===== config.mk =====
export PLATFORM = sky130hd
export DESIGN_NAME = seven_segment_value_formatter_core_flat
export DESIGN_NICKNAME = d
export VERILOG_FILES = /design/src/rtl/svf_pkg.sv /design/src/rtl/svf_in_if.sv /design/src/rtl/svf_out_if.sv /design/src/rtl/svf_split.sv /design/src/rtl/svf_frame_gen.sv /design/src/rtl/seven_segment_value_formatter_core.sv /design/src/flat_wrapper.sv
export SDC_FILE = /design/constraint.sdc
export NUM_CORES = 1
export LEC_CHECK = 0
export BUFFER_PORTS_ARGS = -buffer_cell sky130_fd_sc_hd__buf_2
export CORE_MARGIN = 2
export CORE_UTILIZATION = 40
export DETAILED_ROUTE_END_ITERATION = 10
export PLACE_DENSITY = 0.55
export SLEW_MARGIN = 25
export SYNTH_ARGS = -nofsm -noshare
export SYNTH_HDL_FRONTEND = slang
export SYNTH_HIERARCHICAL = 1
export SYNTH_SLANG_ARGS = --single-unit

===== constraint.sdc =====
create_clock -name clk -period 6.62 [get_ports clk]
set_input_delay 0.662 -clock clk [delete_from_list [all_inputs] [get_ports clk]]
set_output_delay 0.662 -clock clk [all_outputs]
set_load 0.01 [all_outputs]

===== src/rtl/svf_pkg.sv =====
// Shared types, constants and helper functions for the seven-segment value formatter.
// No dependencies; every other file in rtl/ imports this package.
package svf_pkg;

  localparam int unsigned ValueW  = 17;
  localparam int unsigned DigitW  = 4;
  localparam int unsigned SelW    = 4;
  localparam int unsigned SegW    = 7;
  localparam int unsigned Rem1W   = 14;  // remainder below 10000
  localparam int unsigned Rem2W   = 10;  // remainder below 1000
  localparam int unsigned Rem3W   = 7;   // remainder below 100
  localparam int unsigned NumFrames = 4;
  localparam int unsigned FrameIdxW = 2;

  localparam logic [ValueW-1:0] SatMax = ValueW'(99999);
  localparam logic [ValueW-1:0] Unit10000 = ValueW'(10000);
  localparam logic [ValueW-1:0] Unit1000  = ValueW'(1000);
  localparam logic [ValueW-1:0] Unit100   = ValueW'(100);
  localparam logic [ValueW-1:0] Unit10    = ValueW'(10);

  localparam logic [SegW-1:0] SegBlank = 7'h00;
  localparam logic [SegW-1:0] SegCOnly = 7'h04;

  localparam logic [0:0] ModeTemp  = 1'b0;
  localparam logic [0:0] ModeAngle = 1'b1;

  typedef struct packed {
    logic [DigitW-1:0] hun;
    logic [DigitW-1:0] ten;
    logic [DigitW-1:0] one;
    logic [Rem3W-1:0]  rem3;
  } digits_t;

  typedef struct packed {
    logic [SelW-1:0] sel;
    logic [SegW-1:0] seg;
    logic            dp;
    logic            deg;
  } frame_t;

  // Truncated quotient x / unit for quotients 0..9: count the multiples not above x.
  function automatic logic [DigitW-1:0] digit_of(input logic [ValueW-1:0] x,
                                                 input logic [ValueW-1:0] unit);
    logic [DigitW-1:0] d;
    d = '0;
    for (int k = 1; k < 10; k++) begin
      if (x >= ValueW'(k) * unit) d = DigitW'(k);
    end
    return d;
  endfunction

  function automatic logic [SegW-1:0] seg_of(input logic [DigitW-1:0] d);
    logic [SegW-1:0] s;
    unique case (d)
      4'd0:    s = 7'h3F;
      4'd1:    s = 7'h06;
      4'd2:    s = 7'h5B;
      4'd3:    s = 7'h4F;
      4'd4:    s = 7'h66;
      4'd5:    s = 7'h6D;
      4'd6:    s = 7'h7D;
      4'd7:    s = 7'h07;
      4'd8:    s = 7'h7F;
      4'd9:    s = 7'h6F;
      default: s = SegBlank;
    endcase
    return s;
  endfunction

endpackage


===== src/rtl/svf_in_if.sv =====
// Input channel: valid/ready handshake carrying one value in hundredths.
// Depends on svf_pkg for the field width.
interface svf_in_if import svf_pkg::*; ();
  logic              valid;
  logic              ready;
  logic [ValueW-1:0] value_hundredths;

  modport source (output valid, output value_hundredths, input ready);
  modport sink   (input valid, input value_hundredths, output ready);
endinterface


===== src/rtl/svf_out_if.sv =====
// Output channel: valid/ready handshake carrying one display frame.
// Depends on svf_pkg for the field widths.
interface svf_out_if import svf_pkg::*; ();
  logic            valid;
  logic            ready;
  logic [SelW-1:0] digit_select;
  logic [SegW-1:0] segments;
  logic            decimal_point;
  logic            degree_on;
  logic            last_frame;

  modport source (output valid, output digit_select, output segments,
                  output decimal_point, output degree_on, output last_frame,
                  input ready);
  modport sink   (input valid, input digit_select, input segments,
                  input decimal_point, input degree_on, input last_frame,
                  output ready);
endinterface


===== src/rtl/svf_split.sv =====
// Three-stage digit splitter: saturate, then peel off hundreds, tens and ones.
// Depends on svf_pkg (digit_of, digits_t, widths).
module svf_split import svf_pkg::*; (
  input  logic              clk,
  input  logic              rst,
  input  logic              in_valid,
  output logic              in_ready,
  input  logic [ValueW-1:0] in_value,
  output logic              out_valid,
  input  logic              out_ready,
  output digits_t           out_digits
);

  logic              v1, v2, v3;
  logic              adv1, adv2, adv3;
  logic [DigitW-1:0] hun1, hun2, ten2;
  logic [Rem1W-1:0]  rem1;
  logic [Rem2W-1:0]  rem2;
  digits_t           dig3;

  logic [ValueW-1:0] sat;
  logic [DigitW-1:0] hun_c, ten_c, one_c;

  // A stage loads when empty or when its content moves on.
  assign adv3 = !v3 || out_ready;
  assign adv2 = !v2 || adv3;
  assign adv1 = !v1 || adv2;
  assign in_ready = adv1;

  assign sat   = (in_value > SatMax) ? SatMax : in_value;
  assign hun_c = digit_of(sat, Unit10000);
  assign ten_c = digit_of(ValueW'(rem1), Unit1000);
  assign one_c = digit_of(ValueW'(rem2), Unit100);

  always_ff @(posedge clk) begin
    if (rst) begin
      v1 <= 1'b0;
      v2 <= 1'b0;
      v3 <= 1'b0;
    end else begin
      if (adv1) v1 <= in_valid;
      if (adv2) v2 <= v1;
      if (adv3) v3 <= v2;
    end
  end

  always_ff @(posedge clk) begin
    if (adv1) begin
      hun1 <= hun_c;
      rem1 <= Rem1W'(sat - ValueW'(hun_c) * Unit10000);
    end
    if (adv2) begin
      hun2 <= hun1;
      ten2 <= ten_c;
      rem2 <= Rem2W'(ValueW'(rem1) - ValueW'(ten_c) * Unit1000);
    end
    if (adv3) begin
      dig3.hun  <= hun2;
      dig3.ten  <= ten2;
      dig3.one  <= one_c;
      dig3.rem3 <= Rem3W'(ValueW'(rem2) - ValueW'(one_c) * Unit100);
    end
  end

  assign out_valid  = v3;
  assign out_digits = dig3;

endmodule


===== src/rtl/svf_frame_gen.sv =====
// Frame builder/serializer: formats digits into four frames, sends one per cycle while ready.
// Depends on svf_pkg and svf_out_if.
module svf_frame_gen import svf_pkg::*; (
  input  logic             clk,
  input  logic             rst,
  input  logic             mode,
  input  logic             in_valid,
  output logic             in_ready,
  input  digits_t          in_digits,
  svf_out_if.source        out_ch
);

  logic                 busy;
  logic [FrameIdxW-1:0] cnt;
  frame_t               frames [NumFrames];
  frame_t               build  [NumFrames];
  frame_t               cur;
  logic                 out_fire;
  logic                 done;
  logic                 take;

  logic [DigitW-1:0] tth, hth;
  logic [1:0]        shown_hi;  // 2: three integer digits, 1: two, 0: one

  assign tth = digit_of(ValueW'(in_digits.rem3), Unit10);
  assign hth = DigitW'(ValueW'(in_digits.rem3) - ValueW'(tth) * Unit10);

  always_comb begin
    if (in_digits.hun != '0)      shown_hi = 2'd2;
    else if (in_digits.ten != '0) shown_hi = 2'd1;
    else                          shown_hi = 2'd0;
  end

  always_comb begin
    if (mode == ModeTemp) begin
      build[0] = '{sel: 4'b1000, seg: (shown_hi == 2'd2) ? seg_of(in_digits.hun) : SegBlank,
                   dp: 1'b0, deg: 1'b0};
      build[1] = '{sel: 4'b0100, seg: (shown_hi != 2'd0) ? seg_of(in_digits.ten) : SegBlank,
                   dp: 1'b0, deg: 1'b0};
      build[2] = '{sel: 4'b0010, seg: seg_of(in_digits.one), dp: 1'b1, deg: 1'b0};
      build[3] = '{sel: 4'b0001, seg: seg_of(tth), dp: 1'b0, deg: 1'b0};
    end else begin
      build[0] = '{sel: 4'b0000, seg: SegCOnly, dp: 1'b0, deg: 1'b1};
      unique case (shown_hi)
        2'd2: begin
          build[1] = '{sel: 4'b0100, seg: seg_of(in_digits.hun), dp: 1'b0, deg: 1'b0};
          build[2] = '{sel: 4'b0010, seg: seg_of(in_digits.ten), dp: 1'b0, deg: 1'b0};
          build[3] = '{sel: 4'b0001, seg: seg_of(in_digits.one), dp: 1'b0, deg: 1'b0};
        end
        2'd1: begin
          build[1] = '{sel: 4'b0100, seg: seg_of(in_digits.ten), dp: 1'b0, deg: 1'b0};
          build[2] = '{sel: 4'b0010, seg: seg_of(in_digits.one), dp: 1'b1, deg: 1'b0};
          build[3] = '{sel: 4'b0001, seg: seg_of(tth), dp: 1'b0, deg: 1'b0};
        end
        default: begin
          build[1] = '{sel: 4'b0100, seg: seg_of(in_digits.one), dp: 1'b1, deg: 1'b0};
          build[2] = '{sel: 4'b0010, seg: seg_of(tth), dp: 1'b0, deg: 1'b0};
          build[3] = '{sel: 4'b0001, seg: seg_of(hth), dp: 1'b0, deg: 1'b0};
        end
      endcase
    end
  end

  assign out_fire = out_ch.valid && out_ch.ready;
  assign done     = out_fire && (cnt == FrameIdxW'(NumFrames - 1));
  // Take the next transaction as the last frame of the current one leaves.
  assign take     = !busy || done;
  assign in_ready = take;

  always_ff @(posedge clk) begin
    if (rst) begin
      busy <= 1'b0;
      cnt  <= '0;
    end else if (take && in_valid) begin
      busy <= 1'b1;
      cnt  <= '0;
    end else if (out_fire) begin
      cnt <= cnt + FrameIdxW'(1);
      if (done) busy <= 1'b0;
    end
  end

  always_ff @(posedge clk) begin
    if (take && in_valid) frames <= build;
  end

  assign cur                  = frames[cnt];
  assign out_ch.valid         = busy;
  assign out_ch.digit_select  = cur.sel;
  assign out_ch.segments      = cur.seg;
  assign out_ch.decimal_point = cur.dp;
  assign out_ch.degree_on     = cur.deg;
  assign out_ch.last_frame    = (cnt == FrameIdxW'(NumFrames - 1));

endmodule


===== src/rtl/seven_segment_value_formatter_core.sv =====
// Channel    Dir  Handshake     Payload
// in_ch      in   valid/ready   value_hundredths[16:0]
// out_ch     out  valid/ready   digit_select, segments, decimal_point, degree_on, last_frame
// cfg        in   cfg_write     cfg_data -> display_mode
//
// Each value yields four frames, one per cycle while out_ch.ready is high, so the frame
// serializer's single output port limits how often values are taken.
// A value's first frame is valid after the three split stages and then the frame load.
// The frame builder takes a new value in the cycle the previous value's last frame leaves.
// Output stalls back up through the split stages without losing or repeating a value.
// Reset (rst, synchronous) empties all stages and sets display_mode to temperature.
//
// Top level of the seven-segment value formatter; uses svf_pkg, svf_in_if, svf_out_if,
// svf_split and svf_frame_gen.
module seven_segment_value_formatter_core import svf_pkg::*; (
  input  logic      clk,
  input  logic      rst,
  input  logic      cfg_write,
  input  logic      cfg_data,
  svf_in_if.sink    in_ch,
  svf_out_if.source out_ch
);

  logic    display_mode;
  logic    split_valid;
  logic    split_ready;
  digits_t split_digits;

  always_ff @(posedge clk) begin
    if (rst) begin
      display_mode <= ModeTemp;
    end else if (cfg_write) begin
      display_mode <= cfg_data;
    end
  end

  svf_split u_split (
    .clk        (clk),
    .rst        (rst),
    .in_valid   (in_ch.valid),
    .in_ready   (in_ch.ready),
    .in_value   (in_ch.value_hundredths),
    .out_valid  (split_valid),
    .out_ready  (split_ready),
    .out_digits (split_digits)
  );

  svf_frame_gen u_frame_gen (
    .clk       (clk),
    .rst       (rst),
    .mode      (display_mode),
    .in_valid  (split_valid),
    .in_ready  (split_ready),
    .in_digits (split_digits),
    .out_ch    (out_ch)
  );

endmodule


===== src/flat_wrapper.sv =====
// flat-port wrapper written by rule: the top's interface ports become plain ports
module seven_segment_value_formatter_core_flat import svf_pkg::*;
  (clk, rst, cfg_write, cfg_data, in_ch_valid, in_ch_value_hundredths, in_ch_ready, out_ch_valid, out_ch_digit_select, out_ch_segments, out_ch_decimal_point, out_ch_degree_on, out_ch_last_frame, out_ch_ready);
  svf_in_if in_ch_i ();
  svf_out_if out_ch_i ();
  input  logic clk;
  input  logic rst;
  input  logic cfg_write;
  input  logic cfg_data;
  input wire logic [$bits(in_ch_i.valid)-1:0] in_ch_valid;
  input wire logic [$bits(in_ch_i.value_hundredths)-1:0] in_ch_value_hundredths;
  output wire logic [$bits(in_ch_i.ready)-1:0] in_ch_ready;
  output wire logic [$bits(out_ch_i.valid)-1:0] out_ch_valid;
  output wire logic [$bits(out_ch_i.digit_select)-1:0] out_ch_digit_select;
  output wire logic [$bits(out_ch_i.segments)-1:0] out_ch_segments;
  output wire logic [$bits(out_ch_i.decimal_point)-1:0] out_ch_decimal_point;
  output wire logic [$bits(out_ch_i.degree_on)-1:0] out_ch_degree_on;
  output wire logic [$bits(out_ch_i.last_frame)-1:0] out_ch_last_frame;
  input wire logic [$bits(out_ch_i.ready)-1:0] out_ch_ready;
  assign in_ch_i.valid = in_ch_valid;
  assign in_ch_i.value_hundredths = in_ch_value_hundredths;
  assign in_ch_ready = in_ch_i.ready;
  assign out_ch_valid = out_ch_i.valid;
  assign out_ch_digit_select = out_ch_i.digit_select;
  assign out_ch_segments = out_ch_i.segments;
  assign out_ch_decimal_point = out_ch_i.decimal_point;
  assign out_ch_degree_on = out_ch_i.degree_on;
  assign out_ch_last_frame = out_ch_i.last_frame;
  assign out_ch_i.ready = out_ch_ready;
  seven_segment_value_formatter_core u_core (.clk(clk), .rst(rst), .cfg_write(cfg_write), .cfg_data(cfg_data), .in_ch(in_ch_i), .out_ch(out_ch_i));
endmodule

==> reports/results.txt <==
Max Cap Viol = 0
Initial antenna violation count = 0
Fin Setup TNS = 0 ps
DR DRC count = 0
Power Density = 584 mW/mm^2
Post-DP Area = 0.00754 sq mm
Fin area = 0.00784 sq mm
ANT nets after route = 0
Max IR drop VDD = 0.000957 V
Cts repair resizes = 0
Reg clk slew, reported paths = 60 ps
Setup crit start kind = input pin
Total CTS buffers = 9
Die area = 0.0191 sq mm
Crit path from = in_ch_value_hundredths[15]
Status = finished, final reports clean
Worst-Skew Late Latency = 340 ps
Area Growth Syn to Fin = 8.75%
Clock buffer depth = 2
# Post-CTS Setup Buffers = 0
Finished Core Util = 43.9%
IO buf count = 38
Fin crit share = 78.8%
Cell Area, Synth = 0.00720 sq mm
Final WL = 15900 microns
Clock sinks = 94
Initial drt markers = 653
P_leak = 3.23 nW
TritonCTS clock tree = done
Core ar. = 0.0178 sq mm
Worst endpoint required time = 6710 ps
Initial Util = 40.4%
CP cell instances = buf_2, nand2_1, nor2_2, nor2_1, and2_1, and4_1, o31ai_2, buf_4, o31ai_1, fa_1, inv_1, ha_1, fa_1, xnor2_1, ha_1, a21o_1, a31oi_1, xnor3_1
M2 GR Usage = 28.3%
Tightest Pin Transition = 964 ps
Critical path arrival = 5300 ps
Vias/cell = 5.60
GP Congestion = 0.847
Die X = 138 microns
Largest area contributor in the synthesized netlist = edfxtp_1
Gate Count Post-Synth = 728
EDFF count, synth = 87
Worst R2R Setup Slack = 2090 ps
CP max stage delay = 590 ps
Final HPWL DP = 12300 microns
Final setup viols = 0
Vias in the first global route = 5112
First-pass DRT Iterations = 7
Largest net degree at the start of global routing = 35
F_max = 0.192 GHz
GRT met1 Usage = 21.6%
Worst r2r dst = u_core/u_split/rem2[9]
FP Rows = 49
Clock root cell = clkbuf_16
Cells taking the most area after synthesis = edfxtp_1 36%, ha_1 11%, inv_1 3.7%, fa_1 3.1%, nor2_1 3.0%
HP Class = register to register
CP Class = input pin to register
Register area share after synthesis = 38.2%
Yosys cell types = 79
Final Hold Viols = 0
Worst rel slew slack = 35.5%
Fraction of layout cells with a size suffix above 1 = 12.5%
Tmin final = 5220 ps
Inserted Diodes = 0
H-tree Lvls = 3
Kind of end point of the critical path = register
GRT Util Overall = 16.4%
Most Crowded Layer GR = met2
PnR worst setup slack = 1400 ps
GRT overflow = 0
Average size of a mapped cell = 9.90 sq um
Unrepaired setup endpoints after global routing = no
Drt wl/cell = 16.2 microns
Yosys top cell area share = 36.3%
Worst r2r src = u_core/u_split/rem1[4]
Final setup skew = 8.01 ps
Pre-CTS setup slack = 1080 ps
Worst path slowest cell = fa_1
Power, Total = 4.58 mW
Crit-path max FO = 13
First-pass GRT wire length = 25700 microns
CP endpoint = u_core/u_split/rem1[13]
Final Slew Violations = 0
Boundary Pins = 39
Post-synthesis async set-or-reset flop share = 0%
Syn_nets = 827
Final net count = 847
Top_reg_cell synth = edfxtp_1
Flops & latches, synth = 94
GR Util met3 = 3.05%
Yosys Warn Count = 6
Die Y = 138 microns
CTS Hold Bufs = 0
FF-to-FF path depth = 16
DR vias = 5496
cell type report:
| class | count | area, sq um |
|---|---|---|
| fill | 1700 | 10000 |
| multi-input combinational | 529 | 4020 |
| sequential | 94 | 2750 |
| tap | 229 | 287 |
| inverter | 73 | 274 |
| clock buffer | 9 | 225 |
| timing repair buffer | 41 | 213 |
| clock inverter | 7 | 66.3 |
metrics by stage:
step                hold WS (ps)  std cells
CTS                          422        982
finish                       421        982
floorplan                    400        728
global placement             404        966
global route                 429        982
detailed placement           407        966
registers in the layout, indices dropped and copies added (netlist names):
register and flops:
u_core/u_split/hun2 4, u_core/display_mode 1, u_core/u_split/v2 1, u_core/u_split/v1 1
u_core/u_split/rem2 10, u_core/u_frame_gen/out_ch.valid 1, u_core/u_split/hun1 4, u_core/u_split/out_valid 1
u_core/u_split/out_digits 19, u_core/u_split/rem1 14, u_core/u_frame_gen/cnt 2, u_core/u_frame_gen/frames 32
u_core/u_split/ten2 4
metal layers:
layer / routed length, microns / vias to the layer above
met3: 599 / 24
met1: 7260 / 2629
li1: - / 2700
met4: 213 / 0
met5: 0 / -
met2: 7850 / 143
cell usage in the layout (no fill, tap or decap), types with 12 or more instances in the layout:
cell	Yosys	routed
ha_1	65	65
o22ai_1	15	15
a31oi_1	14	14
xnor2_1	22	22
inv_1	71	71
a21oi_1	39	39
nand2_1	37	37
or3_1	12	12
edfxtp_1	87	87
o21ai_0	42	42
and2_1	13	13
nor2_1	58	58
a21o_1	16	16
buf_2	7	38
nor3_1	13	13
cells in the mapped netlist (8+ instances only):
| library cell | count |
|---|---|
| a21o_1 | 16 |
| a21oi_1 | 39 |
| a31oi_1 | 14 |
| and2_1 | 13 |
| clkbuf_1 | 19 |
| edfxtp_1 | 87 |
| fa_1 | 11 |
| ha_1 | 65 |
| inv_1 | 71 |
| nand2_1 | 37 |
| nand2b_1 | 11 |
| nand3_1 | 10 |
| nor2_1 | 58 |
| nor3_1 | 13 |
| o21ai_0 | 42 |
| o22ai_1 | 15 |
| or2_2 | 8 |
| or3_1 | 12 |
| xnor2_1 | 22 |
| xor2_1 | 9 |
power by group:
part	leakage, nW	internal [mW]	switching (mW)	total, mW
Sequential	0.929	0.968	0.201	1.17
Combinational	2.16	1.36	1.55	2.91
Clock	0.138	0.264	0.236	0.500
worst max-delay path: cells and delay by family:
family / cells / cell delay [ps]
AOI/OAI and AO/OA: 4 / 680
xor gates and xnor gates: 2 / 530
adders and majority gates: 4 / 1700
buffers and inverters: 3 / 500
and+or+nand+nor: 5 / 1230
cell families (layout without fill, tap and decap cells):
kind of cell	after synthesis	after routing	synth area share, %
AND/OR/NAND/NOR	202	202	14.5
multiplexers	13	13	3.09
AO/OA/AOI/OAI	203	203	19.1
flip-flops	94	94	38.2
buffers and inverters	105	130	6.03
XOR/XNOR	33	33	4.39
adder cells (fa/ha/maj)	78	78	14.6
worst min-delay path by stage:
stage / from / end / slack, ps / depth (start not counted)
5_1_grt: u_core/u_split/rem2[0] / u_core/u_split/out_digits[0] / 430 / 0
6_report: u_core/u_split/rem2[0] / u_core/u_split/out_digits[0] / 420 / 0
4_1_cts: u_core/u_split/rem2[0] / u_core/u_split/out_digits[0] / 420 / 0
2_1_floorplan: u_core/u_split/hun1[0] / u_core/u_split/hun2[0] / 400 / 0
3_5_place_dp: u_core/u_split/rem2[0] / u_core/u_split/out_digits[0] / 410 / 0
3_3_place_gp: u_core/u_split/hun1[0] / u_core/u_split/hun2[0] / 400 / 0
Note: power is estimated with default switching activity, not from simulation.
